$ cat src/design/pep_pkg.sv
package pep_pkg;

  // Field widths of the ports.
  localparam int COORD_BITS = 12;
  localparam int DELTA_W    = 12;
  localparam int BTN_W      = 3;
  localparam int STAMP_W    = 32;
  localparam int KIND_W     = 2;
  localparam int BNUM_W     = 2;

  // Configuration register widths.
  localparam int THR_W      = 11;
  localparam int NUM_W      = 8;
  localparam int DEN_W      = 8;
  localparam int SIZE_W     = 13;
  localparam int CFG_DATA_W = 13;
  localparam int CFG_IDX_W  = 3;

  // Acceleration arithmetic widths.
  localparam int MAG_W  = DELTA_W;
  localparam int PROD_W = MAG_W + NUM_W;
  localparam int ACC_W  = PROD_W + 1;
  localparam int SUM_W  = ACC_W + 1;
  localparam int CNT_W  = $clog2(PROD_W);
  localparam int BND_W  = (SIZE_W > COORD_BITS) ? SIZE_W : COORD_BITS;

  // Result slots of one input: motion first, then buttons 1 to 3.
  localparam int SLOTS  = 4;
  localparam int SLOT_W = 2;
  localparam logic [SLOT_W-1:0] SLOT_MOTION = SLOT_W'(0);
  localparam logic [SLOT_W-1:0] SLOT_FINAL  = SLOT_W'(SLOTS - 1);

  typedef enum logic [CFG_IDX_W-1:0] {
    CFG_THRESHOLD     = 3'd0,
    CFG_NUMERATOR     = 3'd1,
    CFG_DENOMINATOR   = 3'd2,
    CFG_SCREEN_WIDTH  = 3'd3,
    CFG_SCREEN_HEIGHT = 3'd4
  } cfg_index_t;

  typedef enum logic [KIND_W-1:0] {
    KIND_PRESS   = 2'd0,
    KIND_RELEASE = 2'd1,
    KIND_MOTION  = 2'd2
  } kind_t;

  localparam logic [THR_W-1:0]      RST_THRESHOLD   = THR_W'(2);
  localparam logic [NUM_W-1:0]      RST_NUMERATOR   = NUM_W'(2);
  localparam logic [DEN_W-1:0]      RST_DENOMINATOR = DEN_W'(1);
  localparam logic [SIZE_W-1:0]     RST_WIDTH       = SIZE_W'(1024);
  localparam logic [SIZE_W-1:0]     RST_HEIGHT      = SIZE_W'(768);
  localparam logic [COORD_BITS-1:0] RST_POS_X       = COORD_BITS'(RST_WIDTH / 2);
  localparam logic [COORD_BITS-1:0] RST_POS_Y       = COORD_BITS'(RST_HEIGHT / 2);
  localparam logic [BTN_W-1:0]      RST_BUTTONS     = '1;
  localparam logic [COORD_BITS-1:0] COORD_MAX       = '1;

  // Commands from the controller to the datapath.
  typedef struct packed {
    logic              load;
    logic              axis_y;
    logic              div_start;
    logic              apply;
    logic              emit;
    logic [SLOT_W-1:0] slot;
    logic              finish;
  } cmd_t;

  // Status from the datapath to the controller.
  typedef struct packed {
    logic             op_flush;
    logic             delta_zero;
    logic             over_thr;
    logic             div_busy;
    logic             out_free;
    logic [SLOTS-1:0] slot_valid;
  } status_t;

endpackage

$ cat src/design/pep_div.sv
module pep_div import pep_pkg::*; (
  input  logic              clk,
  input  logic              rst_n,
  input  logic              start,
  input  logic [PROD_W-1:0] dividend,
  input  logic [DEN_W-1:0]  divisor,
  output logic              busy,
  output logic [PROD_W-1:0] quotient
);

  logic [PROD_W-1:0] quo_r;
  logic [DEN_W-1:0]  rem_r;
  logic [DEN_W-1:0]  den_r;
  logic [CNT_W-1:0]  cnt_r;
  logic              busy_r;
  logic [DEN_W:0]    trial;
  logic [DEN_W:0]    diff;
  logic              fits;

  // Restoring division, one quotient bit per cycle, MSB first.
  assign trial = {rem_r, quo_r[PROD_W-1]};
  assign diff  = trial - {1'b0, den_r};
  assign fits  = (trial >= {1'b0, den_r});

  always_ff @(posedge clk) begin
    if (!rst_n) begin
      busy_r <= 1'b0;
      cnt_r  <= '0;
    end else if (start) begin
      busy_r <= 1'b1;
      cnt_r  <= CNT_W'(PROD_W - 1);
    end else if (busy_r) begin
      cnt_r <= cnt_r - CNT_W'(1);
      if (cnt_r == '0) begin
        busy_r <= 1'b0;
      end
    end
  end

  always_ff @(posedge clk) begin
    if (start) begin
      quo_r <= dividend;
      rem_r <= '0;
      // A zero denominator divides by one.
      den_r <= (divisor == '0) ? DEN_W'(1) : divisor;
    end else if (busy_r) begin
      quo_r <= {quo_r[PROD_W-2:0], fits};
      rem_r <= fits ? diff[DEN_W-1:0] : trial[DEN_W-1:0];
    end
  end

  assign busy     = busy_r;
  assign quotient = quo_r;

endmodule

$ cat src/design/pep_datapath.sv
module pep_datapath import pep_pkg::*; (
  input  logic                      clk,
  input  logic                      rst_n,
  input  logic                      cfg_we,
  input  logic [CFG_IDX_W-1:0]      cfg_index,
  input  logic [CFG_DATA_W-1:0]     cfg_data,
  input  logic                      in_op,
  input  logic [DELTA_W-1:0]        in_delta_x,
  input  logic [DELTA_W-1:0]        in_delta_y,
  input  logic [BTN_W-1:0]          in_button_bits,
  input  logic [STAMP_W-1:0]        in_stamp,
  input  cmd_t                      cmd,
  output status_t                   status,
  output logic                      out_valid,
  input  logic                      out_stall,
  output logic [KIND_W-1:0]         out_event_kind,
  output logic [BNUM_W-1:0]         out_button_number,
  output logic [COORD_BITS-1:0]     out_pos_x,
  output logic [COORD_BITS-1:0]     out_pos_y,
  output logic [STAMP_W-1:0]        out_event_time,
  output logic                      out_last
);

  // Largest coordinate allowed by a screen dimension.
  function automatic logic [COORD_BITS-1:0] screen_bound(input logic [SIZE_W-1:0] size);
    logic [BND_W-1:0] lim;
    lim = (size == '0) ? '0 : BND_W'(size) - BND_W'(1);
    if (lim > BND_W'(COORD_MAX)) begin
      return COORD_MAX;
    end
    return lim[COORD_BITS-1:0];
  endfunction

  function automatic logic [COORD_BITS-1:0] clamp_coord(input logic [SUM_W-1:0] v,
                                                        input logic [COORD_BITS-1:0] hi);
    if (v[SUM_W-1]) begin
      return '0;
    end
    if (v > SUM_W'(hi)) begin
      return hi;
    end
    return v[COORD_BITS-1:0];
  endfunction

  logic [THR_W-1:0]      thr_r;
  logic [NUM_W-1:0]      num_r;
  logic [DEN_W-1:0]      den_r;
  logic [SIZE_W-1:0]     width_r;
  logic [SIZE_W-1:0]     height_r;

  logic [COORD_BITS-1:0] cur_x_r;
  logic [COORD_BITS-1:0] cur_y_r;
  logic [BTN_W-1:0]      btn_r;
  logic                  pend_r;
  logic [STAMP_W-1:0]    prior_r;

  logic                  op_r;
  logic [DELTA_W-1:0]    dx_r;
  logic [DELTA_W-1:0]    dy_r;
  logic [BTN_W-1:0]      keys_r;
  logic [STAMP_W-1:0]    stamp_r;

  logic                  out_valid_r;
  logic [KIND_W-1:0]     out_kind_r;
  logic [BNUM_W-1:0]     out_bnum_r;
  logic [COORD_BITS-1:0] out_x_r;
  logic [COORD_BITS-1:0] out_y_r;
  logic [STAMP_W-1:0]    out_time_r;
  logic                  out_last_r;

  logic [DELTA_W-1:0]    d_sel;
  logic                  d_neg;
  logic [MAG_W-1:0]      mag;
  logic                  over;
  logic [MAG_W-1:0]      excess;
  logic [PROD_W-1:0]     prod;
  logic                  div_busy;
  logic [PROD_W-1:0]     quo;
  logic [ACC_W-1:0]      acc;
  logic [COORD_BITS-1:0] cur_sel;
  logic                  add_dir;
  logic [SUM_W-1:0]      sum;
  logic [SUM_W-1:0]      x_pre;
  logic [SUM_W-1:0]      y_pre;
  logic [COORD_BITS-1:0] bound_x;
  logic [COORD_BITS-1:0] bound_y;
  logic [SLOTS-1:0]      slot_valid;
  logic                  later;
  logic                  slot_bit;
  logic                  out_free;

  // Magnitude of the selected delta and its excess over the threshold.
  assign d_sel  = cmd.axis_y ? dy_r : dx_r;
  assign d_neg  = d_sel[DELTA_W-1];
  assign mag    = d_neg ? (~d_sel + MAG_W'(1)) : d_sel;
  assign over   = (mag > MAG_W'(thr_r));
  assign excess = mag - MAG_W'(thr_r);
  assign prod   = PROD_W'(excess) * PROD_W'(num_r);

  pep_div u_div (
    .clk      (clk),
    .rst_n    (rst_n),
    .start    (cmd.div_start),
    .dividend (prod),
    .divisor  (den_r),
    .busy     (div_busy),
    .quotient (quo)
  );

  assign acc     = over ? (ACC_W'(thr_r) + ACC_W'(quo)) : ACC_W'(mag);
  assign cur_sel = cmd.axis_y ? cur_y_r : cur_x_r;
  // X follows the delta's sign, Y the opposite one.
  assign add_dir = (~cmd.axis_y) ^ d_neg;
  assign sum     = add_dir ? (SUM_W'(cur_sel) + SUM_W'(acc))
                           : (SUM_W'(cur_sel) - SUM_W'(acc));
  assign x_pre   = cmd.axis_y ? SUM_W'(cur_x_r) : sum;
  assign y_pre   = cmd.axis_y ? sum : SUM_W'(cur_y_r);
  assign bound_x = screen_bound(width_r);
  assign bound_y = screen_bound(height_r);

  always_comb begin
    slot_valid[SLOT_MOTION] = pend_r & (op_r | (keys_r != btn_r));
    for (int k = 1; k < SLOTS; k++) begin
      slot_valid[k] = ~op_r & (keys_r[BTN_W-k] != btn_r[BTN_W-k]);
    end
  end

  always_comb begin
    later = 1'b0;
    for (int k = 0; k < SLOTS; k++) begin
      if ((SLOT_W'(k) > cmd.slot) && slot_valid[k]) begin
        later = 1'b1;
      end
    end
  end

  assign slot_bit = keys_r[BTN_W - 32'(cmd.slot)];
  assign out_free = ~out_valid_r | ~out_stall;

  always_ff @(posedge clk) begin
    if (!rst_n) begin
      thr_r    <= RST_THRESHOLD;
      num_r    <= RST_NUMERATOR;
      den_r    <= RST_DENOMINATOR;
      width_r  <= RST_WIDTH;
      height_r <= RST_HEIGHT;
    end else if (cfg_we) begin
      case (cfg_index)
        CFG_THRESHOLD:     thr_r    <= cfg_data[THR_W-1:0];
        CFG_NUMERATOR:     num_r    <= cfg_data[NUM_W-1:0];
        CFG_DENOMINATOR:   den_r    <= cfg_data[DEN_W-1:0];
        CFG_SCREEN_WIDTH:  width_r  <= cfg_data[SIZE_W-1:0];
        CFG_SCREEN_HEIGHT: height_r <= cfg_data[SIZE_W-1:0];
        default: ;
      endcase
    end
  end

  always_ff @(posedge clk) begin
    if (!rst_n) begin
      cur_x_r <= RST_POS_X;
      cur_y_r <= RST_POS_Y;
      btn_r   <= RST_BUTTONS;
      pend_r  <= 1'b0;
      prior_r <= '0;
    end else begin
      if (cmd.apply) begin
        cur_x_r <= clamp_coord(x_pre, bound_x);
        cur_y_r <= clamp_coord(y_pre, bound_y);
        pend_r  <= 1'b1;
      end
      if (cmd.emit && (cmd.slot == SLOT_MOTION)) begin
        pend_r <= 1'b0;
      end
      if (cmd.finish && !op_r) begin
        btn_r   <= keys_r;
        prior_r <= stamp_r;
      end
    end
  end

  always_ff @(posedge clk) begin
    if (cmd.load) begin
      op_r    <= in_op;
      dx_r    <= in_delta_x;
      dy_r    <= in_delta_y;
      keys_r  <= in_button_bits;
      stamp_r <= in_stamp;
    end
  end

  always_ff @(posedge clk) begin
    if (!rst_n) begin
      out_valid_r <= 1'b0;
    end else if (cmd.emit) begin
      out_valid_r <= 1'b1;
    end else if (!out_stall) begin
      out_valid_r <= 1'b0;
    end
  end

  always_ff @(posedge clk) begin
    if (cmd.emit) begin
      out_x_r    <= cur_x_r;
      out_y_r    <= cur_y_r;
      out_last_r <= ~later;
      if (cmd.slot == SLOT_MOTION) begin
        out_kind_r <= KIND_MOTION;
        out_bnum_r <= '0;
        out_time_r <= prior_r;
      end else begin
        out_kind_r <= slot_bit ? KIND_RELEASE : KIND_PRESS;
        out_bnum_r <= BNUM_W'(cmd.slot);
        out_time_r <= stamp_r;
      end
    end
  end

  assign status.op_flush   = op_r;
  assign status.delta_zero = (d_sel == '0);
  assign status.over_thr   = over;
  assign status.div_busy   = div_busy;
  assign status.out_free   = out_free;
  assign status.slot_valid = slot_valid;

  assign out_valid         = out_valid_r;
  assign out_event_kind    = out_kind_r;
  assign out_button_number = out_bnum_r;
  assign out_pos_x         = out_x_r;
  assign out_pos_y         = out_y_r;
  assign out_event_time    = out_time_r;
  assign out_last          = out_last_r;

endmodule

$ cat src/design/pep_ctrl.sv
module pep_ctrl import pep_pkg::*; (
  input  logic    clk,
  input  logic    rst_n,
  input  logic    in_valid,
  output logic    in_stall,
  input  status_t status,
  output cmd_t    cmd
);

  typedef enum logic [5:0] {
    S_IDLE  = 6'b000001,
    S_PREP  = 6'b000010,
    S_DIV   = 6'b000100,
    S_APPLY = 6'b001000,
    S_EMIT  = 6'b010000,
    S_DONE  = 6'b100000
  } state_t;

  state_t            state_r, state_nxt;
  logic              axis_r, axis_nxt;
  logic [SLOT_W-1:0] slot_r, slot_nxt;

  always_comb begin
    state_nxt     = state_r;
    axis_nxt      = axis_r;
    slot_nxt      = slot_r;
    cmd           = '0;
    cmd.axis_y    = axis_r;
    cmd.slot      = slot_r;
    case (state_r)
      S_IDLE: begin
        if (in_valid) begin
          cmd.load  = 1'b1;
          state_nxt = S_PREP;
        end
      end
      S_PREP: begin
        if (status.op_flush) begin
          state_nxt = S_EMIT;
        end else if (status.delta_zero) begin
          if (!axis_r) begin
            axis_nxt = 1'b1;
          end else begin
            state_nxt = S_EMIT;
          end
        end else if (status.over_thr) begin
          cmd.div_start = 1'b1;
          state_nxt     = S_DIV;
        end else begin
          state_nxt = S_APPLY;
        end
      end
      S_DIV: begin
        if (!status.div_busy) begin
          state_nxt = S_APPLY;
        end
      end
      S_APPLY: begin
        cmd.apply = 1'b1;
        if (!axis_r) begin
          axis_nxt  = 1'b1;
          state_nxt = S_PREP;
        end else begin
          state_nxt = S_EMIT;
        end
      end
      S_EMIT: begin
        // A slot with an event waits for room in the output register.
        if (!status.slot_valid[slot_r] || status.out_free) begin
          cmd.emit = status.slot_valid[slot_r];
          if (slot_r == SLOT_FINAL) begin
            state_nxt = S_DONE;
          end else begin
            slot_nxt = slot_r + SLOT_W'(1);
          end
        end
      end
      S_DONE: begin
        cmd.finish = 1'b1;
        axis_nxt   = 1'b0;
        slot_nxt   = SLOT_MOTION;
        state_nxt  = S_IDLE;
      end
      default: begin
        state_nxt = S_IDLE;
      end
    endcase
  end

  always_ff @(posedge clk) begin
    if (!rst_n) begin
      state_r <= S_IDLE;
      axis_r  <= 1'b0;
      slot_r  <= SLOT_MOTION;
    end else begin
      state_r <= state_nxt;
      axis_r  <= axis_nxt;
      slot_r  <= slot_nxt;
    end
  end

  assign in_stall = (state_r != S_IDLE);

endmodule

$ cat src/design/pointer_event_processor_core.sv
// Pointer event processor. Each input word is either a raw mouse report
// (X and Y deltas, an active-low mask of three buttons and a millisecond
// timestamp) or a flush. A report moves the pointer: each nonzero delta has
// its magnitude above the threshold register scaled by numerator over
// denominator, X is added and Y subtracted, and both coordinates are clamped
// to the configured screen after every step, which also marks motion as
// pending. When the buttons change, a pending motion word goes out first with
// the previous report's time, followed by one press or release word for each
// changed button in the order 1, 2, 3, stamped with the current report's
// time. A flush sends out the pending motion word, if there is one. The last
// result word of an input carries out_last; an input may also produce no
// words at all. One input word is handled at a time and in_stall stays high
// until it is finished. Each delta above the threshold also passes through
// the shared one-bit-per-cycle divider, and the result side can hold up the
// output through out_stall. Configuration registers are written through
// cfg_we, cfg_index and cfg_data; the user must write them only while the
// block is idle, which the block itself does not enforce. A zero denominator
// acts as one and indexes past the screen height are ignored.
module pointer_event_processor_core import pep_pkg::*; (
  input  logic                      clk,
  input  logic                      rst_n,
  input  logic                      cfg_we,
  input  logic [CFG_IDX_W-1:0]      cfg_index,
  input  logic [CFG_DATA_W-1:0]     cfg_data,
  input  logic                      in_valid,
  output logic                      in_stall,
  input  logic                      in_op,
  input  logic signed [DELTA_W-1:0] in_delta_x,
  input  logic signed [DELTA_W-1:0] in_delta_y,
  input  logic [BTN_W-1:0]          in_button_bits,
  input  logic [STAMP_W-1:0]        in_stamp,
  output logic                      out_valid,
  input  logic                      out_stall,
  output logic [KIND_W-1:0]         out_event_kind,
  output logic [BNUM_W-1:0]         out_button_number,
  output logic [COORD_BITS-1:0]     out_pos_x,
  output logic [COORD_BITS-1:0]     out_pos_y,
  output logic [STAMP_W-1:0]        out_event_time,
  output logic                      out_last
);

  cmd_t    cmd;
  status_t status;

  // The controller sequences the steps of one word: latch, per-axis
  // acceleration and clamping, then the walk over the four result slots.
  pep_ctrl u_ctrl (
    .clk      (clk),
    .rst_n    (rst_n),
    .in_valid (in_valid),
    .in_stall (in_stall),
    .status   (status),
    .cmd      (cmd)
  );

  // The datapath holds the registers, the pointer state, the divider and
  // the output register that decouples the result side.
  pep_datapath u_datapath (
    .clk               (clk),
    .rst_n             (rst_n),
    .cfg_we            (cfg_we),
    .cfg_index         (cfg_index),
    .cfg_data          (cfg_data),
    .in_op             (in_op),
    .in_delta_x        (in_delta_x),
    .in_delta_y        (in_delta_y),
    .in_button_bits    (in_button_bits),
    .in_stamp          (in_stamp),
    .cmd               (cmd),
    .status            (status),
    .out_valid         (out_valid),
    .out_stall         (out_stall),
    .out_event_kind    (out_event_kind),
    .out_button_number (out_button_number),
    .out_pos_x         (out_pos_x),
    .out_pos_y         (out_pos_y),
    .out_event_time    (out_event_time),
    .out_last          (out_last)
  );

endmodule

$ cat config.mk
export PLATFORM = sky130hd
export DESIGN_NAME = pointer_event_processor_core
export DESIGN_NICKNAME = d
export VERILOG_FILES = /design/src/design/pep_pkg.sv /design/src/design/pep_div.sv /design/src/design/pep_datapath.sv /design/src/design/pep_ctrl.sv /design/src/design/pointer_event_processor_core.sv
export SDC_FILE = /design/constraint.sdc
export NUM_CORES = 1
export LEC_CHECK = 0
export ABC_CLOCK_PERIOD_IN_PS = 10200
export BUFFER_PORTS_ARGS = -buffer_cell sky130_fd_sc_hd__clkbuf_2
export CELL_PAD_IN_SITES_DETAIL_PLACEMENT = 0
export CELL_PAD_IN_SITES_GLOBAL_PLACEMENT = 1
export CORE_MARGIN = 2
export CORE_UTILIZATION = 48
export DETAILED_ROUTE_END_ITERATION = 6
export PLACE_DENSITY_LB_ADDON = 0.1
export SLEW_MARGIN = 20
export SYNTH_ARGS = -nofsm -noshare
export SYNTH_HDL_FRONTEND = slang
export SYNTH_SLANG_ARGS = --single-unit
$ cat constraint.sdc
create_clock -name clk -period 10.2 [get_ports clk]
set_clock_uncertainty 0.1 [all_clocks]
set_input_delay 1.53 -clock clk [delete_from_list [all_inputs] [get_ports clk]]
set_output_delay 1.53 -clock clk [all_outputs]
set_load 0.005 [all_outputs]
# Yosys cells after proc, flatten, opt, wreduce, memory -nomap -nowiden
# Cells that the tools add are included.
# classes
n_addsub	11
bitwise_logic	14
magnitude_cmp	12
n_reduce_logical	29
mux	83
n_eq_ne	25
mul	1
# ops
op	n
2-to-1 mux 12 bit	15
2-to-1 mux 22 bit	3
> comparator 22 x 12 -> 1 bit	2
2-to-1 mux 6 bit	7
2-to-1 mux 1 bit	40
2-to-1 mux 20 bit	2
< comparator 32 x 3 -> 1 bit (second input constant)	1
2-to-1 mux 32 bit	1
case mux 6 bit (5 select lines)	1
> comparator 13 x 12 -> 1 bit (second input constant)	2
zero test 13 bit	2
2-to-1 mux 13 bit	2
subtractor 13 x 1 -> 13 bit (second input constant)	2
adder 12 x 21 -> 22 bit	1
subtractor 12 x 21 -> 22 bit	1
adder 11 x 20 -> 21 bit	1
2-to-1 mux 21 bit	1
multiplier 12 x 8 -> 20 bit	1
2-to-1 mux 5 bit	3
adder 12 x 1 -> 12 bit (second input constant)	1
> comparator 12 x 11 -> 1 bit	1
zero test 12 bit	1
inverter 12 bit	1
subtractor 12 x 11 -> 12 bit	1
47 further kinds	82
# totals
input_bits	81
register_bits	286
output_inout_bits	63
word_cells	206

# Depth between registers and ports, before layout
# logic_depth
depth_word	17
ltp_mapped	47
mapped_depth_nobuf	35

# Hierarchy
# A second synthesis with hierarchy kept.
# unflattened
cells_unflattened	2107
hier_area_um2	19500.0
# by_module_without_submodules
mod	cells_each	seq_area_each_um2	instances	area_each_um2
pep_datapath	1835	5915.7	1	16672.2
pep_div	200	1121.1	1	2215.9
pep_ctrl	72	180.2	1	611.8

# Worst setup path before layout
# No wires, ideal clock.
# synth_timing
kind	register to register
from	reg u_ctrl.axis_r
to	reg u_datapath.cur_x_r[1]
arrival_time_ps	8845
path_stages_with_launch	46
required_time_ps	9978
path_buffers	11
path_slack_ps	1133
setup_ps	122
synth_period_minus_slack_ps	9067
cell_sequence	dfxtp_1 > buf_6 > buf_6 > buf_4 > buf_4 > clkbuf_1 > buf_1 > mux2i_1 > ha_1 > o21ai_1 > or2_2 > nand2_1 > xor2_1 > ha_1 > a21o_1 > a211oi_1 > o21ba_1 > buf_6 > [... 10 more ...] > buf_2 > nand2_1 > xnor2_1 > ha_1 > a21o_1 > a21oi_1 > o21ai_0 > and2_1 > nor3_1 > nor2_1 > mux2_2 > ha_1 > nand4_1 > or3_1 > o21ai_0 > inv_1 > or2_4 > a221o_1
# synth_via
elab_chain_len	16
word_cells_on_any_way	24
cone_classes	add/sub: 3; order compare: 2; mux: 16; bitwise: 3
# synth_rtl
item	line	text
start, declared	pep_ctrl.sv:20	logic axis_r, axis_nxt;
start signal, assigned	pep_ctrl.sv:97	axis_r <= axis_nxt;
2-to-1 mux 12 bit	pep_datapath.sv:93	assign d_sel = cmd.axis_y ? dy_r : dx_r;
inverter 12 bit	pep_datapath.sv:95	assign mag = d_neg ? (~d_sel + MAG_W'(1)) : d_sel;
adder 12 x 1 -> 12 bit	pep_datapath.sv:95	
2-to-1 mux 12 bit	pep_datapath.sv:95	
> comparator 12 x 11 -> 1 bit	pep_datapath.sv:96	assign over = (mag > MAG_W'(thr_r));
2-to-1 mux 21 bit	pep_datapath.sv:110	assign acc = over ? (ACC_W'(thr_r) + ACC_W'(quo)) : ACC_W'(mag);
subtractor 12 x 21 -> 22 bit / adder 12 x 21 -> 22 bit (equally long branches)	pep_datapath.sv:115, pep_datapath.sv:114	
2-to-1 mux 22 bit	pep_datapath.sv:114	assign sum = add_dir ? (SUM_W'(cur_sel) + SUM_W'(acc))
2-to-1 mux 22 bit (*)	pep_datapath.sv:116	assign x_pre = cmd.axis_y ? SUM_W'(cur_x_r) : sum;
> comparator 22 x 12 -> 1 bit	pep_datapath.sv:39	if (v > SUM_W'(hi)) begin
2-to-1 mux 1 bit (2 in a row)	pep_datapath.sv:39	
2-to-1 mux 1 bit	pep_datapath.sv:167	if (cmd.apply) begin
2-to-1 mux 1 bit	pep_datapath.sv:160	if (!rst_n) begin
2-to-1 mux 12 bit	pep_datapath.sv:42	return v[COORD_BITS-1:0];
2-to-1 mux 12 bit (*)	pep_datapath.sv:39	
end signal, assigned	pep_datapath.sv:168	cur_x_r <= clamp_coord(x_pre, bound_x);
end, declared	pep_datapath.sv:51	logic [COORD_BITS-1:0] cur_x_r;
# Mark *: on every way between the ends. The rest lies on a longest branch, timed or not. The select of a mux whose other input is x is not followed.
# A chain may end at the register's enable or synchronous reset.

# Worst setup path in the final report
# Same ends and word-level chain as after synthesis.

==> reports/summary.txt <==
Tot Pwr -> 3680 uW
TNS Setup -> 0 ps
P_leak -> 0.00878 uW
Area leader, netlist -> edfxtp_1
Inserted Clock Buffers -> 34
Detail Placement HPWL -> 39200 um
Arrival @ worst endpoint -> 9230 ps
Critical Path Start Type -> flop
Top cells by area, synth -> edfxtp_1, dfxtp_1, ha_1, nand2_1, fa_1
Post-CTS setup buffers -> 0
Pwr Density -> 168 nW/um^2
Sequential area share after synthesis -> 36.8%
Worst skew pair latency -> 550 ps
CTS root buffer -> clkbuf_16
Max VDD drop -> 137 uV
Setup CP Type -> flop to flop
Final cell count without fillers -> 2763
Cells after Synth -> 2105
Synth top area share -> 22.8%
Port-buffer cells -> 143
Pin count of the biggest net entering global routing -> 63
Syn Std Cell Area -> 19600 um^2
Global-route wire length before repair -> 82600 um
Initial antenna violation count -> 1
Slew Viols, Final -> 0
Cell with the largest stage delay on the worst path -> dfxtp_2
Cell count of the worst reg-to-reg path -> 32
Post-synth EDFFs -> 149
RD Place Congestion -> 0.892
Placed Cells -> 2701
Routed WL per cell -> 18.9 um
Worst min-delay path startpoint -> u_datapath.prior_r[4]
RSZ-0062 raised after global routing -> false
Gr ovfl total -> 0
Placed cell area -> 20700 um^2
Total number of vias -> 15446
Upper clock frequency limit -> 112 MHz
Clock Path Buffers -> 3
Critical Path Fanout Max -> 28
Synth top cells by count -> nand2_1, edfxtp_1, dfxtp_1
Vias in the first global route -> 15060
Status -> finished clean
R2R setup slack -> 1300 ps
Syn nets -> 2368
HP Class -> flop to flop
CP endpoint kind -> flop
#FFs+latches synth -> 286
Ant diodes -> 0
Layout cell share with drive strength beyond 1 -> 14.8%
Final wirelength -> 52200 um
DRT Pass-1 Iters -> 5
Die Width -> 206 um
Die Y -> 206 um
Clock Pin Slew Worst Setup and Hold Paths -> 60 ps
H-tree levels -> 2
Num Clock Sinks -> 286
Row cnt -> 74
I/O Pins -> 144
Final ANT Viol Nets -> 0
Area delta synth->final -> 12.2%
Syn Area/Cell -> 9.31 um^2
Worst R2R End -> u_datapath.cur_x_r[1]
Critical path required time -> 10530 ps
Most used cell along the critical path -> ha_1
Setup violators final -> 0
Hold Crit Depth -> 2
CTS tree -> built
Synth Flop Type -> edfxtp_1
Crit-path max cell delay -> 700 ps
Hold Fails Final Rpt -> 0
Final critical-path required period -> 8900 ps
Max_cap viols -> 0
Post-CTS Hold Fix Bufs -> 0
Resize count post-CTS -> 0
Netlist cell types -> 101
Post-route cell area -> 22000 um^2
Asr flop ratio synth -> 0%
Residual DRC -> 0
Worst-margin pin slew -> 931 ps
Most instantiated library cell after synthesis -> nand2_1
DR vias/cell -> 5.59
Hold EP -> u_datapath.prior_r[4]
Crit share post-route -> 87.2%
Number of synthesis warnings -> 0
Die area -> 42500 um^2
GRT Util Overall -> 24.9%
DRT iter0 DRCs -> 903
RR Startpoint -> u_ctrl.axis_r
Initial core utilization -> 48.3%
Total core area -> 40600 um^2
Nets -> 2468
Worst slew margin -> 37.5%
final cells by class:
cell class,count,area [um^2]
Tap cell,532,666
Multi-Input combinational cell,1595,11500
Inverter,129,484
Sequential cell,286,7220
Fill cell,3721,18600
Timing Repair Buffer,159,836
Clock inverter,24,349
Clock buffer,38,886
cell families after synthesis:
| group | synth area share (%) |
|---|---|
| buffers and inverters | 4.60 |
| AND/OR/NAND/NOR | 19.1 |
| adder cells (fa/ha/maj) | 14.1 |
| XOR/XNOR | 4.02 |
| multiplexers | 5.32 |
| AO/OA/AOI/OAI | 16.1 |
| flip-flops | 36.8 |
per-stage QoR:
step | setup slack [ps] | hold slack [ps] | util, %
floorplan | 1130 | 338 | -
global placement | 1760 | 341 | 51.1
detailed placement | 1450 | 350 | 51.1
CTS | 1400 | 366 | 54.2
global route | 509 | 385 | 54.2
finish | 1300 | 363 | 54.2
where the power goes:
group / switching (uW) / leakage [uW] / total, uW / internal [uW]
registers: 46.7 / 0.00246 / 1320 / 1270
clock network: 515 / 0.000599 / 1330 / 814
logic: 649 / 0.00572 / 1040 / 390
state kept, by name, indices dropped and copies added, names as in the netlist, 13 cells and up:
name and count:
u_datapath.out_event_time 32, u_datapath.width_r 13, u_datapath.height_r 13, u_datapath.prior_r 32
u_datapath.u_div.quotient 20, u_datapath.stamp_r 32
how the worst max path moves through the flow:
stage                        startpoint                             to  slack (ps)  cells past startpoint
after detailed placement  u_ctrl.axis_r  u_datapath.u_div.quotient[19]        1450                     31
after floorplan           u_ctrl.axis_r          u_datapath.cur_x_r[1]        1130                     45
final                     u_ctrl.axis_r          u_datapath.cur_x_r[1]        1300                     32
after CTS                 u_ctrl.axis_r  u_datapath.u_div.quotient[19]        1400                     31
after global placement    u_ctrl.axis_r          u_datapath.cur_y_r[1]        1760                     33
after global routing      u_ctrl.axis_r          u_datapath.cur_x_r[1]         510                     32
cells in the final DEF, fill, tap and decap left out, types with 12 or more instances in the layout:
master	count
edfxtp_1	149
and2_1	35
nand3_1	33
clkbuf_16	34
o21a_1	18
nor4_1	21
nor2b_1	33
o21ai_0	93
o211ai_1	27
o31ai_1	19
inv_1	125
a211oi_1	12
nor2_1	128
a21o_1	27
xor2_1	39
nor3_1	31
mux2i_1	29
a21boi_0	94
a21oi_1	81
or3_1	13
xnor2_1	51
nand2_1	347
buf_4	16
clkbuf_2	142
nand2b_1	37
dfxtp_1	136
mux2_2	66
ha_1	118
fa_1	64
worst max-delay path, delay by kind of cell, from the launching register on:
kind | cells | cell delay (ps)
simple gates | 9 | 1710
compound gates | 12 | 2980
xor+xnor | 2 | 620
fa+ha+maj | 4 | 1330
flops | 1 | 700
mux | 3 | 820
buf+inv | 2 | 540
layer usage:
| layer | vias up | track usage [%] | wire [um] |
|---|---|---|---|
| li1 | 7593 | - | - |
| met1 | 7408 | 34.2 | 23800 |
| met2 | 376 | 40.5 | 24100 |
| met3 | 69 | 4.02 | 2910 |
| met4 | 0 | 7.42 | 1400 |
| met5 | - | 0 | 0 |
Power figures use the tool's default switching activity.
